--- src/rtl/mics_pkg.sv ---
// Shared types, constants and decode codes for the MIPS integer subset core.
// No dependencies; imported by the divider, queue, front, back and top modules.
`timescale 1ns / 1ps

package mics_pkg;

    // Data memory geometry: four byte lanes, each one byte wide
    localparam int MEM_BYTES  = 65536;
    localparam int MEM_AW     = $clog2(MEM_BYTES);
    localparam int LANE_DEPTH = MEM_BYTES / 4;
    localparam int LANE_AW    = MEM_AW - 2;
    localparam int LOAD_LIMIT = MEM_BYTES / 2;
    localparam logic [31:0] SP_INIT = 32'(MEM_BYTES - 16);

    localparam logic [23:0] STEP_LIMIT_RST = 24'd1000000;

    // Configuration register indexes
    localparam int CFG_IDX_W = 1;
    localparam logic [CFG_IDX_W-1:0] CFG_CODE_SIZE  = 1'b0;
    localparam logic [CFG_IDX_W-1:0] CFG_STEP_LIMIT = 1'b1;

    // Architectural register numbers
    localparam logic [4:0] REG_RET = 5'd2;
    localparam logic [4:0] REG_ARG = 5'd4;
    localparam logic [4:0] REG_SP  = 5'd29;
    localparam logic [4:0] REG_RA  = 5'd31;

    // Primary opcodes
    localparam logic [5:0] OPC_SPECIAL = 6'h00;
    localparam logic [5:0] OPC_J       = 6'h02;
    localparam logic [5:0] OPC_JAL     = 6'h03;
    localparam logic [5:0] OPC_BEQ     = 6'h04;
    localparam logic [5:0] OPC_BNE     = 6'h05;
    localparam logic [5:0] OPC_ADDIU   = 6'h09;
    localparam logic [5:0] OPC_ANDI    = 6'h0C;
    localparam logic [5:0] OPC_ORI     = 6'h0D;
    localparam logic [5:0] OPC_XORI    = 6'h0E;
    localparam logic [5:0] OPC_LUI     = 6'h0F;
    localparam logic [5:0] OPC_LW      = 6'h23;
    localparam logic [5:0] OPC_SW      = 6'h2B;

    // SPECIAL function codes
    localparam logic [5:0] FN_SLL  = 6'h00;
    localparam logic [5:0] FN_SRL  = 6'h02;
    localparam logic [5:0] FN_SLLV = 6'h04;
    localparam logic [5:0] FN_SRLV = 6'h06;
    localparam logic [5:0] FN_JR   = 6'h08;
    localparam logic [5:0] FN_MFHI = 6'h10;
    localparam logic [5:0] FN_MFLO = 6'h12;
    localparam logic [5:0] FN_MULT = 6'h18;
    localparam logic [5:0] FN_DIV  = 6'h1A;
    localparam logic [5:0] FN_ADDU = 6'h20;
    localparam logic [5:0] FN_SUBU = 6'h22;
    localparam logic [5:0] FN_AND  = 6'h24;
    localparam logic [5:0] FN_OR   = 6'h25;
    localparam logic [5:0] FN_XOR  = 6'h26;
    localparam logic [5:0] FN_SLT  = 6'h2A;

    typedef enum logic [1:0] {
        CMD_START = 2'd0,
        CMD_LOAD  = 2'd1,
        CMD_EXEC  = 2'd2,
        CMD_NOP   = 2'd3
    } cmd_t;

    typedef enum logic [1:0] {
        STOP_RUN   = 2'd0,
        STOP_BADOP = 2'd1,
        STOP_LIMIT = 2'd2
    } stop_t;

    typedef enum logic [4:0] {
        K_ADDU, K_SUBU, K_AND, K_OR, K_XOR, K_SLT, K_SLL, K_SRL, K_SLLV, K_SRLV,
        K_JR, K_MULT, K_DIV, K_MFHI, K_MFLO, K_ADDIU, K_ANDI, K_ORI, K_XORI,
        K_LUI, K_BEQ, K_BNE, K_J, K_JAL, K_LW, K_SW, K_BAD
    } kind_t;

    typedef enum logic [2:0] {
        BS_CLEAR, BS_IDLE, BS_START, BS_START2, BS_EXEC, BS_LW, BS_DIV, BS_DONE
    } back_state_t;

    // One classified command as it sits in the queue
    typedef struct packed {
        cmd_t        cmd;
        logic [31:0] start_arg;
        logic [14:0] load_addr;
        logic [7:0]  load_byte;
        logic [31:0] instr;
        kind_t       kind;
        logic [4:0]  rs;
        logic [4:0]  rt;
        logic [4:0]  dest;
        logic        wb;
    } q_entry_t;

    typedef struct packed {
        logic [31:0] code_size;
        logic [23:0] step_limit;
    } cfg_regs_t;

    typedef struct packed {
        logic full;
        logic empty;
    } q_stat_t;

    typedef struct packed {
        logic clearing;
    } back_stat_t;

    function automatic logic [31:0] sx16(input logic [15:0] v);
        return {{16{v[15]}}, v};
    endfunction

endpackage

--- src/rtl/mics_fifo.sv ---
// Two-entry queue between the front (decode) and back (execute) parts.
// Depends on mics_pkg for the entry and status types.
`timescale 1ns / 1ps

module mics_fifo
    import mics_pkg::*;
(
    input  logic     clk,
    input  logic     rst_n,
    input  logic     push,
    input  q_entry_t din,
    input  logic     pop,
    output q_entry_t dout,
    output q_stat_t  stat
);

    q_entry_t   slot_reg [2];
    logic       wr_ptr_reg, wr_ptr_next;
    logic       rd_ptr_reg, rd_ptr_next;
    logic [1:0] cnt_reg, cnt_next;

    // Pointer and count update
    always_comb
    begin
        wr_ptr_next = wr_ptr_reg ^ push;
        rd_ptr_next = rd_ptr_reg ^ pop;
        cnt_next    = cnt_reg + {1'b0, push} - {1'b0, pop};
    end

    always_ff @(posedge clk or negedge rst_n)
    begin
        if (!rst_n)
        begin
            wr_ptr_reg <= 1'b0;
            rd_ptr_reg <= 1'b0;
            cnt_reg    <= '0;
        end
        else
        begin
            wr_ptr_reg <= wr_ptr_next;
            rd_ptr_reg <= rd_ptr_next;
            cnt_reg    <= cnt_next;
        end
    end

    always_ff @(posedge clk)
    begin
        if (push)
        begin
            slot_reg[wr_ptr_reg] <= din;
        end
    end

    assign dout       = slot_reg[rd_ptr_reg];
    assign stat.full  = cnt_reg == 2'd2;
    assign stat.empty = cnt_reg == 2'd0;

endmodule

--- config.mk ---
export PLATFORM = sky130hd
export DESIGN_NAME = mics_fifo
export DESIGN_NICKNAME = d
export VERILOG_FILES = /design/src/rtl/mics_pkg.sv /design/src/rtl/mics_fifo.sv
export SDC_FILE = /design/constraint.sdc
export NUM_CORES = 1
export LEC_CHECK = 0
export ABC_AREA = 0
export BUFFER_PORTS_ARGS = -buffer_cell sky130_fd_sc_hd__buf_2
export CORE_UTILIZATION = 40
export CTS_CLUSTER_SIZE = 20
export DETAILED_ROUTE_END_ITERATION = 16
export PLACE_DENSITY = 0.67
export SLEW_MARGIN = 30
export SYNTH_ARGS = -nofsm -noshare
export SYNTH_HDL_FRONTEND = slang
export SYNTH_SLANG_ARGS = --single-unit
export TNS_END_PERCENT = 20
--- constraint.sdc ---
create_clock -name clk -period 5.92 [get_ports clk]
set_clock_uncertainty 0.15 [all_clocks]
set_input_delay 0.296 -clock clk [delete_from_list [all_inputs] [get_ports clk]]
set_output_delay 0.296 -clock clk [all_outputs]
set_load 0.005 [all_outputs]
# Word level (Yosys, flattened, before mapping)
# Memories as Yosys holds them, arrays and structs flattened.
# Index checks and enable logic that the tools add are counted.
totals:
  memories: 1
  register_bits: 4
  mem_bits_rw: 220
  elab_cells: 12
mem_list:
  columns: ["memory", "words", "word_bits", "read_ports", "rd_ports_with_merged_regs", "wr", "line", "source"]
  rows:
  - ["slot_reg", 2, 110, 1, 0, 1, "mics_fifo.sv:17", "q_entry_t slot_reg [2];"]
classes:
  mux: 2
  n_reduce_logical: 1
  n_addsub: 2
  eq_ne: 1
  bitwise_logic: 2
op_table:
  columns: ["operator", "count"]
  rows:
  - ["adder 2 x 1 -> 2 bit", 1]
  - ["== test 2 bit (second input constant)", 1]
  - ["logical NOT 2 bit", 1]
  - ["2-to-1 mux 1 bit", 2]
  - ["subtractor 2 x 1 -> 2 bit", 1]
  - ["bitwise XOR 1 bit", 2]

# Logic depth before layout (Yosys ltp)
# Gate-level depths: netlist (run 1).
depth:
  depth_word: 2
  mapped_depth: 5
  mapped_depth_nobuf: 5

# Worst setup path after synthesis (run 1)
# OpenSTA, ideal clock, no wires.
synth_path:
  kind: "register to register"
  from: "register wr_ptr_reg"
  to: "memory slot_reg[0][0] (netlist name), enable pin"
  setup_time_ps: 482
  synth_period_minus_slack_ps: 3633
  setup_slack_ps: 2287
  stages_incl_launch_ff: 3
  required_ps: 5288
  n_path_buf: 0
  arrival_ps: 3001
  cell_sequence: "dfrtp_1 > inv_1 > ha_1"
synth_rtl:
  columns: ["item", "line", "source"]
  rows:
  - ["start: declaration", "mics_fifo.sv:18", "logic wr_ptr_reg, wr_ptr_next;"]
  - ["start signal: assignment", "mics_fifo.sv:40", "wr_ptr_reg <= wr_ptr_next;"]
  - ["end: declaration", "mics_fifo.sv:17", null]
# Straight into the memory's write port.

==> impl_metrics.csv, run 1 <==
group,metric,value,unit
placement,numPortBuffers,225,
power_and_ir_drop,p_per_area,422,nW/um2
floorplan,row_count,51,
worst_setup_path,critical_path_class,"flip-flop to output pin",
worst_setup_path,crit_arrival,2770,ps
yosys,synth_seq_area_share,82.0,%
floorplan,fp.dieH,145,um
yosys,ys_types,11,
clock_tree,clk_pin_slew,60,ps
detailed_routing,drc,0,
yosys,yosysWarnings,0,
worst_setup_path,cp-end-kind,"output pin",
floorplan,io_pins,226,
detailed_routing,wl,17100,um
placement,hpwl,9920,um
yosys,synth_top_cell_area_share,80.8,%
clock_tree,cts_resized,0,
clock_tree,cts_root_buf,"clkbuf_16",
run_status,status,"completed",
timing,hold_viol,0,
final_layout,largest_reg_flops,220,
yosys,synth_seq_cells,224,
grt,grt_overflow_total,0,
final_layout,fill_cells,1486,
clock_tree,clock_sinks,224,
timing,setup_viol,0,
final_layout,final_common_cell,"buf_2",
timing,maxSlewViolCount,0,
floorplan,coreArea,19700,um2
detailed_routing,ant_nets,0,
worst_setup_path,crit_family,"flip-flops",
worst_setup_path,worst-path-buf-inv,2,
worst_setup_path,slowest_delay,940,ps
final_layout,area_delta_synth_final,39.9,%
timing,fmaxAchievable,311,MHz
grt,grt_start_max_net_pins,67,
final_layout,final_cell_mix,"225 x buf_2, 220 x edfxtp_1, 114 x dlygate4sd3_1",
clock_tree,cts_made_buffers,24,
floorplan,die-area,21000,um2
timing,final.setup.tns,0,ps
job,drv_cap,0,
final_layout,drive_above_1_share,51.1,%
grt,grt_pass1_vias,5124,
grt,grt_pass1_wl,26300,um
final_layout,antenna_cells,0,
final_layout,nNetsFinal,834,
final_layout,fin_util,58.0,%
floorplan,start_util,41.5,%
yosys,avgSynthCellArea,22.8,um2
detailed_routing,viasPerCell,4.65,
clock_tree,worst_skew_pair.late_latency,490,ps
clock_tree,cts_setup_buffers,0,
clock_tree,cts_tree,"built",
timing,finalCriticalPeriod,3220,ps
timing,tightest_slew,792,ps
yosys,syn_inst,358,
detailed_routing,drt-initial-drc-count,173,
yosys,synth_fp_nets,476,
clock_tree,cts-htree-levels,1,
placement,place_congestion,0.702,
timing,maxSlewHeadroom,47.2,%
clock_tree,ctsHoldBuffers,114,
detailed_routing,firstDrtPassIters,4,
worst_setup_path,crit_path_top_delay_cell,"dfrtp_4",
grt,gr-usage-all-layers,15.9,%
detailed_routing,detail_route.wl_per_cell,17.1,um
timing,fin_crit_sh,54.4,%
worst_setup_path,start_kind,"flip-flop",
yosys,syn_area,8180,um2
detailed_routing,vias,4622,
clock_tree,clk_path_buf_depth,3,
worst_setup_path,path_cells,"buf_4, mux2_2, buf_2",
min_path,hp-class,"primary input to flip-flop",
timing,rsz0062_at_grt,"no",
worst_setup_path,crit_required,5470,ps
floorplan,dieWidth,145,um
yosys,synth_top_area_cell,"edfxtp_1",
worst_setup_path,cp_max_fo,57,
yosys,synthTopCellsByArea,"edfxtp_1 81%, mux2_2 15%, buf_6 1.4%, dfrtp_1 1.2%, ha_1 0.61%",
power_and_ir_drop,power_leakage,4.36,nW
power_and_ir_drop,peakVddDrop,0.270,mV
grt,antenna_found_initial,0,
==> layer usage <==
| layer | part of all wire [%] | GRT usage (%) | wire length [um] |
|---|---|---|---|
| met4 | 2.0 | 4.04 | 335 |
| met3 | 6.1 | 4.18 | 1040 |
| met1 | 39 | 18.3 | 6740 |
| met2 | 52 | 29.2 | 8960 |
| met5 | 0 | 0 | 0 |
==> through the flow <==
step | instance area, um2 | setup slack (ps) | total power, mW | hold slack, ps | std cells
2_1_floorplan | 8180 | 2290 | 3.01 | -150 | 358
3_3_place_gp | 9560 | 3220 | 3.43 | -47.3 | 839
3_5_place_dp | 9560 | 3200 | 3.47 | -38.1 | 839
4_1_cts | 11400 | 2650 | 4.85 | 347 | 993
5_1_grt | 11400 | 2520 | 5.04 | 348 | 995
6_report | 11400 | 2700 | 4.82 | 372 | 995
==> path summary, 6_finish.rpt <==
path / startpoint / endpoint / slack [ps] / cells past startpoint
worst max-delay path: rd_ptr_reg / dout[91] / 2700 / 3
worst min-delay path: din[80] / slot_reg[1][80] / 370 / 2
worst max register to register: wr_ptr_reg / slot_reg[0][30] / 3600 / 4
worst min register to register: cnt_reg[1] / cnt_reg[1] / 480 / 1
max in group asynchronous: rst_n / rd_ptr_reg / 4820 / 3
min in group asynchronous: rst_n / wr_ptr_reg / 600 / 3
==> cell families after synthesis <==
logic type,synth area share [%]
DFF,82.0
muxes,15.2
xor gates and xnor gates,0.398
and+or+nand+nor,0.122
buffers and inverters,1.68
adders and majority gates,0.612
==> synthesized netlist by cell type <==
cell,number
edfxtp_1,220
mux2_2,110
buf_6,10
dfrtp_1,4
ha_1,4
inv_1,4
buf_2,2
nor2_1,1
nor2b_1,1
xor2_1,1
xor3_1,1
==> where the power goes <==
part	switching, mW	leakage [nW]	internal (mW)
Combinational	0.574	1.91	0.678
Clock	0.550	0.341	0.765
Sequential	0.148	2.11	2.11
Total	1.27	4.36	3.55
==> cell type report <==
| cell class | count | area [um2] | area share (%) |
|---|---|---|---|
| Sequential cell | 224 | 6710 | 58.7 |
| Timing Repair Buffer | 344 | 2340 | 20.4 |
| Multi-Input combinational cell | 118 | 1360 | 11.9 |
| Clock buffer | 32 | 652 | 5.70 |
| Tap cell | 265 | 332 | 2.90 |
| Clock inverter | 8 | 36.3 | 0.317 |
| Inverter | 4 | 15.0 | 0.131 |
==> worst reg2reg max path, stage by stage (launching register included) <==
cell and delay (ps):
dfrtp_1 400, inv_1 100, ha_4 560, buf_4 440
buf_16 290
Power figures use the tool's default switching activity.
==> run 2, diff against run 1 <==
Settings changed: ABC_AREA 0 to 1, PLACE_DENSITY 0.67 to 0.69.
Clock period 5.92 ns to 2.75 ns, I/O delays scaled along.
==> impl_metrics.csv, run 2 <==
group,metric,value,unit
final_layout,final_cell_mix,"225 x buf_2, 220 x edfxtp_1, 117 x inv_1",
yosys,synth_top_cell_area_share,79.1,%
grt,grt_pass1_vias,5274,
worst_setup_path,r2r_slack,1040,ps
detailed_routing,drt-initial-drc-count,211,
run_status,status,"completed",
placement,hpwl,9750,um
min_path,hp-start,"din[31]",
final_layout,fin_util,57.1,%
power_and_ir_drop,p_switching,3.04,mW
clock_tree,cts_made_buffers,23,
detailed_routing,firstDrtPassIters,4,
worst_setup_path,crit_arrival,1880,ps
timing,tightest_slew,629,ps
timing,fmaxAchievable,462,MHz
timing,finalCriticalPeriod,2170,ps
grt,grt_start_max_net_pins,111,
floorplan,io_pins,226,
worst_setup_path,cp_max_fo,90,
placement,numPortBuffers,225,
yosys,syn_area,8350,um2
timing,maxSlewViolCount,0,
worst_setup_path,cp-end-kind,"output pin",
final_layout,largest_reg_flops,220,
grt,gr-usage-all-layers,14.8,%
worst_setup_path,r2r_cells,3,
clock_tree,cts-htree-levels,1,
yosys,synth_seq_area_share,80.3,%
floorplan,fp.dieH,146,um
yosys,synthFlopType,"edfxtp_1",
worst_setup_path,crit_required,2460,ps
clock_tree,clk_path_buf_depth,3,
clock_tree,worst_skew_pair.late_latency,480,ps
power_and_ir_drop,p_per_area,896,nW/um2
yosys,synth_commonest_cells,"220 x edfxtp_1, 117 x inv_1, 115 x nand2_1, 110 x o21ai_0, 10 x buf_4",
detailed_routing,wl,16300,um
final_layout,antenna_cells,0,
worst_setup_path,reg2reg_to,"slot_reg[0][39]",
final_layout,drive_above_1_share,27.3,%
grt,antenna_found_initial,0,
clock_tree,clock_sinks,224,
yosys,synth_top_area_cell,"edfxtp_1",
worst_setup_path,start_kind,"flip-flop",
yosys,yosysWarnings,0,
yosys,synthTopCellsByArea,"edfxtp_1 79%, o21ai_0 6.6%, inv_1 5.3%, nand2_1 5.2%, dfrtp_1 1.2%",
clock_tree,clk_pin_slew,60,ps
job,drv_cap,0,
placement,place_congestion,0.718,
power_and_ir_drop,peakVddDrop,0.659,mV
min_path,hold_depth,2,
detailed_routing,ant_nets,0,
floorplan,coreArea,20400,um2
detailed_routing,drc,0,
yosys,syn_inst,598,
yosys,synthMostInstantiatedCell,"edfxtp_1",
power_and_ir_drop,internal_power,7.39,mW
clock_tree,cts_tree,"built",
detailed_routing,detail_route.wl_per_cell,13.2,um
final_layout,fin_area,11600,um2
timing,setup_viol,0,
placement,placed_area,9800,um2
timing,timing.hold.ws,217,ps
floorplan,die-area,21500,um2
floorplan,dieWidth,146,um
min_path,min_to,"slot_reg[0][31]",
clock_tree,cts_root_buf,"clkbuf_16",
floorplan,row_count,52,
grt,grt_pass1_wl,25200,um
power_and_ir_drop,combPwrFrac,27.2,%
yosys,synth_fp_nets,716,
timing,hold_viol,0,
yosys,ys_async_sr_fraction,1.79,%
timing,rsz0062_at_grt,"no",
final_layout,final_common_cell,"buf_2",
yosys,synth_seq_cells,224,
yosys,ys_types,14,
worst_setup_path,r2r_start,"wr_ptr_reg",
power_and_ir_drop,swShare,29.1,%
yosys,synth-edff-count,220,
timing,fin_crit_sh,78.8,%
yosys,avgSynthCellArea,14.0,um2
detailed_routing,viasPerCell,4.39,
min_path,hp-class,"primary input to flip-flop",
floorplan,start_util,41.0,%
detailed_routing,vias,5390,
power_and_ir_drop,power_leakage,4.95,nW
power_and_ir_drop,pwr-share-seq,45.5,%
worst_setup_path,critical_path_class,"flip-flop to output pin",
final_layout,nNetsFinal,1062,
final_layout,area_delta_synth_final,39.3,%
power_and_ir_drop,clockPowerShare,27.4,%
final_layout,fill_cells,1603,
timing,maxSlewHeadroom,58.1,%
grt,grt_overflow_total,0,
## run 2: cell count changes in the layout (fill, tap and decap cells not counted), moves of 4 or more
cell      before  now
nand2_1        0  115
inv_1          4  117
mux2_2       110    0
o21ai_0        0  110
buf_12         1    5
clkinv_1       3    7
## run 2: per-layer routing
layer	track usage (%)	routed length (um)
met1	16.5	6400
met2	26.8	8150
met3	5.06	1350
met4	3.96	349
met5	0	0
## run 2: how the worst max path moves through the flow
| stage | slack, ps | endpoint | start |
|---|---|---|---|
| 2_1_floorplan | -810 | slot_reg[1][0] | wr_ptr_reg |
| 3_3_place_gp | 1070 | slot_reg[0][104] | wr_ptr_reg |
| 3_5_place_dp | 1060 | slot_reg[0][93] | wr_ptr_reg |
| 4_1_cts | 570 | dout[70] | rd_ptr_reg |
| 5_1_grt | 430 | dout[76] | rd_ptr_reg |
| 6_report | 580 | dout[109] | rd_ptr_reg |
## run 2: timing repair
action / 4_1_cts / 5_1_grt
hold buffers: 114 / 0
resized for setup: 0 / 0
endpoints found under the hold margin: 228 / 0
setup buffers: 0 / 0
## run 2: layout make-up
| type | count | area [um2] | area share [%] |
|---|---|---|---|
| Sequential cell | 224 | 6710 | 57.7 |
| Clock inverter | 12 | 101 | 0.871 |
| Timing Repair Buffer | 345 | 2370 | 20.4 |
| Tap cell | 270 | 338 | 2.90 |
| Inverter | 117 | 439 | 3.77 |
| Clock buffer | 28 | 594 | 5.11 |
| Multi-Input combinational cell | 233 | 1080 | 9.27 |
## run 2: worst max-delay path: stages, from the launching register on
cell,delay (ps)
dfrtp_4,610
buf_12,250
o21ai_0,310
buf_2,170
## run 2: cells by family (layout without fill, tap and decap cells)
logic type	Yosys count	count (layout)	synth area share (%)
compound gates	110	110	6.59
xor+xnor	1	1	0.105
fa+ha+maj	4	4	0.599
buf+inv	141	502	7.09
flops	224	224	80.3
simple gates	118	118	5.32
## run 2: power by group through the flow
stage          sequential [mW]  clock [mW]  combinational (mW)
2_1_floorplan             4.77           0                1.52
3_3_place_gp              4.79           0                2.67
5_1_grt                   4.80        3.06                3.18
6_report                  4.74        2.86                2.83
4_1_cts                   4.74        2.93                2.86
3_5_place_dp              4.81           0                2.71
## run 2: metrics by stage
step / worst slack, ps / TNS, ps / instances / power [mW]
final: 584 / 0 / 1229 / 10.4
after global routing: 426 / 0 / 1229 / 11.0
after CTS: 572 / 0 / 1229 / 10.5
after detailed placement: 1060 / 0 / 1075 / 7.52
after global placement: 1070 / 0 / 1075 / 7.45
after floorplan: -807 / -88790 / 598 / 6.29
