[config.mk]
export PLATFORM = sky130hd
export DESIGN_NAME = mics_front_flat
export DESIGN_NICKNAME = d
export VERILOG_FILES = /design/src/rtl/mics_pkg.sv /design/src/rtl/mics_ifs.sv /design/src/rtl/mics_front.sv /design/src/flat_wrapper.sv
export SDC_FILE = /design/constraint.sdc
export NUM_CORES = 1
export LEC_CHECK = 0
export CAP_MARGIN = 20
export CORE_AREA = 2 2 79 81
export DETAILED_ROUTE_END_ITERATION = 12
export DIE_AREA = 0 0 81 83
export DONT_BUFFER_PORTS = 1
export GPL_TIMING_DRIVEN = 0
export SYNTH_ARGS = -nofsm -noshare
export SYNTH_HDL_FRONTEND = slang
export SYNTH_SLANG_ARGS = --single-unit
[constraint.sdc]
create_clock -name vclk -period 4.35
set_input_delay 0.6525 -clock vclk [all_inputs]
set_output_delay 0.6525 -clock vclk [all_outputs]
set_load 0.01 [all_outputs]
[src/rtl/mics_pkg.sv]
// Shared types, constants and decode codes for the MIPS integer subset core.
// No dependencies; imported by the divider, queue, front, back and top modules.
`timescale 1ns / 1ps

package mics_pkg;

    // Data memory geometry: four byte lanes, each one byte wide
    localparam int MEM_BYTES  = 65536;
    localparam int MEM_AW     = $clog2(MEM_BYTES);
    localparam int LANE_DEPTH = MEM_BYTES / 4;
    localparam int LANE_AW    = MEM_AW - 2;
    localparam int LOAD_LIMIT = MEM_BYTES / 2;
    localparam logic [31:0] SP_INIT = 32'(MEM_BYTES - 16);

    localparam logic [23:0] STEP_LIMIT_RST = 24'd1000000;

    // Configuration register indexes
    localparam int CFG_IDX_W = 1;
    localparam logic [CFG_IDX_W-1:0] CFG_CODE_SIZE  = 1'b0;
    localparam logic [CFG_IDX_W-1:0] CFG_STEP_LIMIT = 1'b1;

    // Architectural register numbers
    localparam logic [4:0] REG_RET = 5'd2;
    localparam logic [4:0] REG_ARG = 5'd4;
    localparam logic [4:0] REG_SP  = 5'd29;
    localparam logic [4:0] REG_RA  = 5'd31;

    // Primary opcodes
    localparam logic [5:0] OPC_SPECIAL = 6'h00;
    localparam logic [5:0] OPC_J       = 6'h02;
    localparam logic [5:0] OPC_JAL     = 6'h03;
    localparam logic [5:0] OPC_BEQ     = 6'h04;
    localparam logic [5:0] OPC_BNE     = 6'h05;
    localparam logic [5:0] OPC_ADDIU   = 6'h09;
    localparam logic [5:0] OPC_ANDI    = 6'h0C;
    localparam logic [5:0] OPC_ORI     = 6'h0D;
    localparam logic [5:0] OPC_XORI    = 6'h0E;
    localparam logic [5:0] OPC_LUI     = 6'h0F;
    localparam logic [5:0] OPC_LW      = 6'h23;
    localparam logic [5:0] OPC_SW      = 6'h2B;

    // SPECIAL function codes
    localparam logic [5:0] FN_SLL  = 6'h00;
    localparam logic [5:0] FN_SRL  = 6'h02;
    localparam logic [5:0] FN_SLLV = 6'h04;
    localparam logic [5:0] FN_SRLV = 6'h06;
    localparam logic [5:0] FN_JR   = 6'h08;
    localparam logic [5:0] FN_MFHI = 6'h10;
    localparam logic [5:0] FN_MFLO = 6'h12;
    localparam logic [5:0] FN_MULT = 6'h18;
    localparam logic [5:0] FN_DIV  = 6'h1A;
    localparam logic [5:0] FN_ADDU = 6'h20;
    localparam logic [5:0] FN_SUBU = 6'h22;
    localparam logic [5:0] FN_AND  = 6'h24;
    localparam logic [5:0] FN_OR   = 6'h25;
    localparam logic [5:0] FN_XOR  = 6'h26;
    localparam logic [5:0] FN_SLT  = 6'h2A;

    typedef enum logic [1:0] {
        CMD_START = 2'd0,
        CMD_LOAD  = 2'd1,
        CMD_EXEC  = 2'd2,
        CMD_NOP   = 2'd3
    } cmd_t;

    typedef enum logic [1:0] {
        STOP_RUN   = 2'd0,
        STOP_BADOP = 2'd1,
        STOP_LIMIT = 2'd2
    } stop_t;

    typedef enum logic [4:0] {
        K_ADDU, K_SUBU, K_AND, K_OR, K_XOR, K_SLT, K_SLL, K_SRL, K_SLLV, K_SRLV,
        K_JR, K_MULT, K_DIV, K_MFHI, K_MFLO, K_ADDIU, K_ANDI, K_ORI, K_XORI,
        K_LUI, K_BEQ, K_BNE, K_J, K_JAL, K_LW, K_SW, K_BAD
    } kind_t;

    typedef enum logic [2:0] {
        BS_CLEAR, BS_IDLE, BS_START, BS_START2, BS_EXEC, BS_LW, BS_DIV, BS_DONE
    } back_state_t;

    // One classified command as it sits in the queue
    typedef struct packed {
        cmd_t        cmd;
        logic [31:0] start_arg;
        logic [14:0] load_addr;
        logic [7:0]  load_byte;
        logic [31:0] instr;
        kind_t       kind;
        logic [4:0]  rs;
        logic [4:0]  rt;
        logic [4:0]  dest;
        logic        wb;
    } q_entry_t;

    typedef struct packed {
        logic [31:0] code_size;
        logic [23:0] step_limit;
    } cfg_regs_t;

    typedef struct packed {
        logic full;
        logic empty;
    } q_stat_t;

    typedef struct packed {
        logic clearing;
    } back_stat_t;

    function automatic logic [31:0] sx16(input logic [15:0] v);
        return {{16{v[15]}}, v};
    endfunction

endpackage

[src/rtl/mics_ifs.sv]
// Valid/ready channel interfaces: command input, status output, config write.
// Standalone; no package needed.
`timescale 1ns / 1ps

interface mics_in_if;
    logic        valid;
    logic        ready;
    logic [1:0]  cmd;
    logic [31:0] start_arg;
    logic [14:0] load_addr;
    logic [7:0]  load_byte;
    logic [31:0] instr_word;

    modport source(output valid, cmd, start_arg, load_addr, load_byte, instr_word,
                   input ready);
    modport sink(input valid, cmd, start_arg, load_addr, load_byte, instr_word,
                 output ready);
endinterface


[src/rtl/mics_front.sv]
// Front part: accepts command transactions and classifies instruction words.
// Depends on mics_pkg and the mics_in_if interface.
`timescale 1ns / 1ps

module mics_front
    import mics_pkg::*;
(
    mics_in_if.sink    in_ch,
    input  q_stat_t    qstat,
    input  back_stat_t bstat,
    output logic       push,
    output q_entry_t   entry
);

    logic [5:0] opc;
    logic [5:0] fn;
    logic [4:0] rd;

    assign in_ch.ready = !qstat.full && !bstat.clearing;
    assign push        = in_ch.valid && in_ch.ready;

    assign opc = in_ch.instr_word[31:26];
    assign fn  = in_ch.instr_word[5:0];
    assign rd  = in_ch.instr_word[15:11];

    // Decode into an operation kind and writeback target
    always_comb
    begin
        entry.cmd       = cmd_t'(in_ch.cmd);
        entry.start_arg = in_ch.start_arg;
        entry.load_addr = in_ch.load_addr;
        entry.load_byte = in_ch.load_byte;
        entry.instr     = in_ch.instr_word;
        entry.rs        = in_ch.instr_word[25:21];
        entry.rt        = in_ch.instr_word[20:16];
        entry.dest      = in_ch.instr_word[20:16];
        entry.wb        = 1'b1;
        entry.kind      = K_BAD;
        case (opc)
            OPC_SPECIAL:
            begin
                entry.dest = rd;
                case (fn)
                    FN_ADDU: entry.kind = K_ADDU;
                    FN_SUBU: entry.kind = K_SUBU;
                    FN_AND:  entry.kind = K_AND;
                    FN_OR:   entry.kind = K_OR;
                    FN_XOR:  entry.kind = K_XOR;
                    FN_SLT:  entry.kind = K_SLT;
                    FN_SLL:  entry.kind = K_SLL;
                    FN_SRL:  entry.kind = K_SRL;
                    FN_SLLV: entry.kind = K_SLLV;
                    FN_SRLV: entry.kind = K_SRLV;
                    FN_MFHI: entry.kind = K_MFHI;
                    FN_MFLO: entry.kind = K_MFLO;
                    FN_JR:
                    begin
                        entry.kind = K_JR;
                        entry.wb   = 1'b0;
                    end
                    FN_MULT:
                    begin
                        entry.kind = K_MULT;
                        entry.wb   = 1'b0;
                    end
                    FN_DIV:
                    begin
                        entry.kind = K_DIV;
                        entry.wb   = 1'b0;
                    end
                    default:
                    begin
                        entry.kind = K_BAD;
                        entry.wb   = 1'b0;
                    end
                endcase
            end
            OPC_ADDIU: entry.kind = K_ADDIU;
            OPC_ANDI:  entry.kind = K_ANDI;
            OPC_ORI:   entry.kind = K_ORI;
            OPC_XORI:  entry.kind = K_XORI;
            OPC_LUI:   entry.kind = K_LUI;
            OPC_LW:    entry.kind = K_LW;
            OPC_JAL:
            begin
                entry.kind = K_JAL;
                entry.dest = REG_RA;
            end
            OPC_BEQ:
            begin
                entry.kind = K_BEQ;
                entry.wb   = 1'b0;
            end
            OPC_BNE:
            begin
                entry.kind = K_BNE;
                entry.wb   = 1'b0;
            end
            OPC_J:
            begin
                entry.kind = K_J;
                entry.wb   = 1'b0;
            end
            OPC_SW:
            begin
                entry.kind = K_SW;
                entry.wb   = 1'b0;
            end
            default:
            begin
                entry.kind = K_BAD;
                entry.wb   = 1'b0;
            end
        endcase
    end

endmodule

[src/flat_wrapper.sv]
// flat-port wrapper written by rule: the top's interface ports become plain ports
module mics_front_flat import mics_pkg::*;
  (qstat, bstat, push, entry, in_ch_valid, in_ch_cmd, in_ch_start_arg, in_ch_load_addr, in_ch_load_byte, in_ch_instr_word, in_ch_ready);
  mics_in_if in_ch_i ();
  input  q_stat_t qstat;
  input  back_stat_t bstat;
  output logic push;
  output q_entry_t entry;
  input wire logic [$bits(in_ch_i.valid)-1:0] in_ch_valid;
  input wire logic [$bits(in_ch_i.cmd)-1:0] in_ch_cmd;
  input wire logic [$bits(in_ch_i.start_arg)-1:0] in_ch_start_arg;
  input wire logic [$bits(in_ch_i.load_addr)-1:0] in_ch_load_addr;
  input wire logic [$bits(in_ch_i.load_byte)-1:0] in_ch_load_byte;
  input wire logic [$bits(in_ch_i.instr_word)-1:0] in_ch_instr_word;
  output wire logic [$bits(in_ch_i.ready)-1:0] in_ch_ready;
  assign in_ch_i.valid = in_ch_valid;
  assign in_ch_i.cmd = in_ch_cmd;
  assign in_ch_i.start_arg = in_ch_start_arg;
  assign in_ch_i.load_addr = in_ch_load_addr;
  assign in_ch_i.load_byte = in_ch_load_byte;
  assign in_ch_i.instr_word = in_ch_instr_word;
  assign in_ch_ready = in_ch_i.ready;
  mics_front u_core (.in_ch(in_ch_i), .qstat(qstat), .bstat(bstat), .push(push), .entry(entry));
endmodule
## Yosys cells after proc, flatten, opt, wreduce, memory -nomap -nowiden

Index checks and enable logic that the tools add are counted.

- Bits of input ports: 93
- Output and inout bits: 112
- Flip-flop bits (word level): 0
- Word-level logic and storage cells: 38

- Reductions and logical operators: 8
- Muxes and demuxes: 5
- Eq/ne operators: 25

Operators by type and width:

| cell | number |
|---|---|
| 5-bit case mux with 15 select lines | 1 |
| 5-bit case mux with 12 select lines | 1 |
| 6-bit == test (second input constant) | 8 |
| 6-bit by 4-bit == test with 1-bit output (second input constant) | 6 |
| 6-bit by 3-bit == test with 1-bit output (second input constant) | 4 |
| 6-bit by 5-bit == test with 1-bit output (second input constant) | 4 |
| 6-bit by 2-bit == test with 1-bit output (second input constant) | 3 |
| 6-bit zero test | 2 |
| 12-bit OR reduction | 1 |
| 5-bit case mux with 2 select lines | 1 |
| 7-bit OR reduction | 1 |
| 1-bit logical AND | 2 |
| 1-bit zero test | 2 |
| 1-bit case mux with 2 select lines | 1 |
| 1-bit 2-to-1 mux | 1 |

## Longest topological paths before layout

Gate-level depths: netlist (run 1).

- Depth after elaboration: 4
- Depth in mapped cells: 5

## Least setup slack after synthesis (run 1)

OpenSTA, ideal clock, no wires.

- Path type: input to output
- Start: in in_ch_instr_word[31]
- End: out entry[18] (netlist name)
- Setup slack: 1827 ps
- Path buffers: 1
- Stages: 4
- Arrival: 1870 ps
- Data required time: 3697 ps
- Path through: or3_4 -> or4_4 -> buf_6 -> o32ai_2

RTL lines:

| item | line | text |
|---|---|---|
| start, declared | flat_wrapper.sv:14 | `input wire logic [$bits(in_ch_i.instr_word)-1:0] in_ch_instr_word;` |
| end, declared | flat_wrapper.sv:8 | `output q_entry_t entry;` |

==> results of run 1 <==
[layer usage]
| metal | wire length [um] | up-vias |
|---|---|---|
| met5 | 0 | - |
| met4 | 0 | 0 |
| met3 | 499 | 0 |
| met2 | 1920 | 114 |
| met1 | 1100 | 512 |
| li1 | - | 547 |
[worst max-delay path, stage by stage]
cell	delay, ns
clkbuf_1	0.17
nor2b_1	0.41
a31oi_1	0.15
o22a_1	0.22
o32ai_2	0.36
[cells in the mapped netlist (all sizes together)]
cell type,number,area [sq um]
buf,102,767
nor2,12,47.6
nand2,10,37.5
a21oi,9,56.3
clkbuf,6,26.3
nand3,6,30.0
o21ai,6,30.0
nand2b,5,31.3
nor2b,4,25.0
nor3,4,20.0
a31oi,3,18.8
inv,3,11.3
a21boi,2,15.0
and2,2,12.5
o22ai,2,12.5
or2,2,12.5
a21o,1,7.51
a221oi,1,8.76
a22oi,1,7.51
a311o,1,10.0
a32o,1,11.3
and2b,1,7.51
mux2i,1,10.0
nand4,1,6.26
nand4b,1,8.76
nor4,1,21.3
o22a,1,8.76
o311ai,1,8.76
o31ai,1,7.51
o32ai,1,16.3
or3,1,11.3
or4,1,11.3
xor2,1,8.76
[kinds of logic after synthesis]
group / count (synthesis) / share of synthesized area
AO/OA/AOI/OAI: 31 / 0.165
XOR/XNOR: 1 / 0.00661
buffers and inverters: 111 / 0.607
multiplexers: 1 / 0.00755
AND/OR/NAND/NOR: 51 / 0.213
[worst min-delay path by stage]
stage / from / end / slack (ns)
final: qstat[1] / in_ch_ready / 1.36
after global routing: qstat[1] / in_ch_ready / 1.36
after CTS: qstat[1] / in_ch_ready / 1.36
after detailed placement: qstat[1] / in_ch_ready / 1.36
after global placement: qstat[1] / in_ch_ready / 1.36
after floorplan: qstat[1] / in_ch_ready / 1.35
[area by class of cell]
| class | count | share of cell area |
|---|---|---|
| inverter | 3 | 0.00794 |
| multi-input combinational | 84 | 0.367 |
| tap | 75 | 0.0661 |
| buffer | 108 | 0.559 |
[where the power goes]
part	switching [mW]	internal (mW)	leakage, nW
Combinational	0.0689	0.0760	0.695
Sequential	0	0	0
Clock	0	0	0
[through the flow]
step / cell area (sq um) / power, mW / setup slack, ns
global placement: 1420 / 0.146 / 1.75
detailed placement: 1420 / 0.146 / 1.75
finish: 1420 / 0.145 / 1.74
floorplan: 1330 / 0.134 / 1.83
CTS: 1420 / 0.146 / 1.75
global route: 1420 / 0.158 / 1.60
==> flow_metrics.py, run 1 <==
metrics = {
    "global_route": {
        "grt_util_met2": 0.177,
        "grt_pass1_wl_mm": 4.86,
        "grt_use_total": 0.0888,
        "top_usage_layer": "met2",
        "grt_pass1_vias": 965,
        "antenna_found_initial": 0,
        "gr-usage-met3": 0.0207,
        "grt.overflow.total": 0,
        "grt_max_degree": 11,
        "gr-usage-met1": 0.0980,
    },
    "sta": {
        "final-max-slew-violation-count": 0,
        "hold_viol_final": 0,
        "setup_viol": 0,
        "fmax_mhz": 383,
        "fin_tns_setup_ns": 0,
        "tightest_slew_ns": 0.509,
        "slew_headroom": 0.658,
        "fin_hold_ws_ns": 1.36,
        "post-route-period-util": 0.600,
        "rsz0062_at_grt": "no",
        "post-route-min-period_ns": 2.61,
    },
    "final_layout": {
        "fin_nets": 290,
        "seq_cells": 0,
        "instances_no_fill": 270,
        "layout_common_cells": "buf_4 (100), nor2_1 (11), nand2_1 (10), a21oi_1 (8), nand3_1 (6)",
        "regArea_sq_um": 0,
        "multi_input_area_sq_um": 520,
        "layout-drive-gt1-share": 0.574,
        "layout_commonest_cell": "buf_4",
        "antenna_cells": 0,
        "clock_buffers": 0,
        "fin_util": 0.244,
        "n_fill_cell": 638,
        "area_growth_pct": 7.08,
    },
    "logic_synthesis": {
        "ys.warnings.count": 0,
        "synth_area_sq_mm": 0.00133,
        "synth-seq-area-share": 0,
        "synthDistinctLibCells": 39,
        "syn_avg_cell_area_sq_um": 6.79,
        "syn_nets": 288,
        "syn_inst": 195,
    },
    "detailed_routing": {
        "first_pass_iters": 4,
        "ant_nets": 0,
        "routedWlPerCell_um": 13.0,
        "drtIter0Drc": 100,
        "drt-total-wl_mm": 3.51,
        "drc": 0,
        "viasPerCell": 4.34,
        "dr_total_vias": 1173,
    },
    "floorplan": {
        "die_area_sq_mm": 0.00672,
        "rows": 28,
        "ios": 205,
        "die_y_um": 83,
        "die_x_um": 81,
        "core_region_area_sq_mm": 0.00582,
        "start_util": 0.228,
    },
    "setup_path": {
        "worst_setup_path_end_kind": "primary output",
        "cp-endpoint": "entry[18]",
        "cp_max_fo": 8,
        "worst-setup-path-type": "input pin to primary output",
        "critPathLaunch": "in_ch_instr_word[4]",
        "worst_ep_arrival_time_ns": 1.96,
        "cp_data_required_time_ns": 3.70,
        "start_kind": "input pin",
    },
    "pwr": {
        "power_leakage_nw": 0.695,
        "max-vdd-ir-drop_uv": 46.4,
        "powerDensity_mw_per_mm2": 102,
    },
    "clocking": {
        "hold_buffers": 0,
        "post-cts-setup-buffer-count": 0,
        "ctsResizeCount": 0,
    },
    "flow_run": {
        "cap_violations": 0,
    },
    "placement": {
        "place_hpwl_mm": 3.15,
        "gp_congestion": 0.713,
        "port_buffers": 0,
        "placed_cells": 270,
    },
    "hold_path": {
        "hold_class": "input pin to primary output",
        "whs_path_depth": 1,
    },
    "outcome": {
        "status": "complete, no violations",
    },
}
(Power assumes the default switching activity.)
==> run 2, diff against run 1 <==
ABC_AREA = 1   (was unset)
CORE_AREA = 2 2 80 82   (was 2 2 79 81)
DIE_AREA = 0 0 82 84   (was 0 0 81 83)
clock period = 2.5 ns   (was 4.35 ns; I/O delays follow)
==> flow_metrics.py, run 2 <==
metrics = {
    "outcome": {
        "status": "complete, no violations",
    },
    "floorplan": {
        "die_y_um": 84,
        "die_area_sq_mm": 0.00689,
        "die_x_um": 82,
        "rows": 29,
        "ios": 205,
        "start_util": 0.236,
        "core_region_area_sq_mm": 0.00610,
    },
    "final_layout": {
        "seq_cells": 0,
        "layout_commonest_cell": "buf_4",
        "regArea_sq_um": 0,
        "area_growth_pct": 6.69,
        "layout_common_cells": "buf_4 (99), nand2_1 (39), nand3_1 (19), inv_1 (14), nor2_1 (11)",
        "fin_util": 0.252,
        "fin_nets": 324,
        "clock_buffers": 0,
        "n_fill_cell": 682,
        "multi_input_area_sq_um": 618,
        "antenna_cells": 0,
        "layout-drive-gt1-share": 0.581,
    },
    "logic_synthesis": {
        "ys.warnings.count": 0,
        "synth.area.top_cells": "buf_4 (52%), nand2_1 (10%), nand3_1 (6.6%), nor2_2 (4.3%), inv_1 (3.6%)",
        "syn_inst": 229,
        "synth-seq-area-share": 0,
        "synth_area_sq_mm": 0.00144,
        "synthMuxAreaShare": 0,
        "synth_area_leader_cell": "buf_4",
        "syn_avg_cell_area_sq_um": 6.29,
        "yosysMostFrequentCell": "buf_4",
        "synth_common_cells": "buf_4 (99), nand2_1 (39), nand3_1 (19)",
        "synth_compound_area_frac": 0.0313,
        "synth_fa_ha_area_frac": 0,
        "yosys.area_share.simple": 0.398,
        "synth_top_area_frac": 0.516,
        "synthDistinctLibCells": 23,
        "syn_nets": 322,
        "synthXorXnorAreaFrac": 0,
        "synth_top_family_by_area": "buffers and inverters",
    },
    "detailed_routing": {
        "viasPerCell": 4.33,
        "drc": 0,
        "drtIter0Drc": 36,
        "dr_total_vias": 1326,
        "drt-total-wl_mm": 3.57,
        "ant_nets": 0,
        "routedWlPerCell_um": 11.7,
        "first_pass_iters": 4,
    },
    "hold_path": {
        "hold_class": "input pin to primary output",
    },
    "setup_path": {
        "cp_data_required_time_ns": 2.12,
        "cp.depth": 5,
        "cp_max_fo": 7,
        "worst-setup-path-type": "input pin to primary output",
        "critPathLaunch": "in_ch_instr_word[29]",
        "worst_setup_path_end_kind": "primary output",
        "start_kind": "input pin",
        "worst_ep_arrival_time_ns": 1.30,
        "cp-endpoint": "entry[20]",
        "cp_num_buf_inv": 2,
        "cpMaxStageDelayCell": "o21ai_1",
        "cp_top_family": "simple AND/OR/NAND/NOR gates",
        "cp_cell_sequence": "nor2_4, inv_2, nor3_4, inv_1, o21ai_1",
        "max_stage_delay_ns": 0.33,
    },
    "global_route": {
        "grt.overflow.total": 0,
        "grt_pass1_vias": 1015,
        "grt_use_total": 0.0842,
        "grt_pass1_wl_mm": 4.64,
        "grt_max_degree": 11,
        "antenna_found_initial": 0,
    },
    "sta": {
        "post-route-period-util": 0.670,
        "final-max-slew-violation-count": 0,
        "tightest_slew_ns": 0.363,
        "fin_tns_setup_ns": 0,
        "slew_headroom": 0.758,
        "fmax_mhz": 597,
        "hold_viol_final": 0,
        "setup_viol": 0,
        "post-route-min-period_ns": 1.67,
        "rsz0062_at_grt": "no",
    },
    "placement": {
        "gp_congestion": 0.877,
        "port_buffers": 0,
        "place_hpwl_mm": 3.32,
    },
    "pwr": {
        "power_leakage_nw": 0.872,
        "powerDensity_mw_per_mm2": 161,
        "max-vdd-ir-drop_uv": 51.3,
    },
    "clocking": {
        "ctsResizeCount": 0,
        "post-cts-setup-buffer-count": 0,
        "hold_buffers": 0,
    },
    "flow_run": {
        "cap_violations": 0,
    },
}
run 2: cell type report:
type | instances | area share
Buffer | 100 | 0.491
Tap cell | 77 | 0.0627
Multi-Input combinational cell | 111 | 0.402
Inverter | 18 | 0.0440
run 2: kinds of logic (layout without fill, tap and decap cells):
kind of cell | count (synthesis) | after routing
AO/OA/AOI/OAI | 7 | 7
buffers and inverters | 118 | 118
AND/OR/NAND/NOR | 104 | 104
run 2: stage by stage:
step / instances / hold WS (ns) / setup slack, ns / power [mW] / area, sq um
after floorplan: 229 / 0.793 / 1.01 / 0.229 / 1440
after CTS: 306 / 0.802 / 0.766 / 0.251 / 1540
after global placement: 306 / 0.803 / 0.776 / 0.250 / 1540
after global routing: 306 / 0.803 / 0.676 / 0.268 / 1540
final: 306 / 0.801 / 0.826 / 0.247 / 1540
after detailed placement: 306 / 0.803 / 0.767 / 0.251 / 1540
run 2: worst min path at each step:
| stage | startpoint | to | slack (ns) | cells after the start |
|---|---|---|---|---|
| 2_1_floorplan | qstat[1] | in_ch_ready | 0.79 | 1 |
| 3_3_place_gp | qstat[1] | push | 0.80 | 1 |
| 3_5_place_dp | qstat[1] | push | 0.80 | 1 |
| 4_1_cts | qstat[1] | push | 0.80 | 1 |
| 5_1_grt | qstat[1] | in_ch_ready | 0.80 | 1 |
| 6_report | qstat[1] | push | 0.80 | 1 |
run 2: report_power, final:
group	internal, mW	total, mW	leakage (nW)	switching, mW
logic	0.124	0.247	0.872	0.123
clock network	0	0	0	0
registers	0	0	0	0
run 2: routing by layer:
metal	up-vias	track usage	wire, um
li1	622	-	-
met1	574	0.0689	902
met2	128	0.185	2000
met3	2	0.0281	631
met4	0	0.00758	33
met5	-	0	0
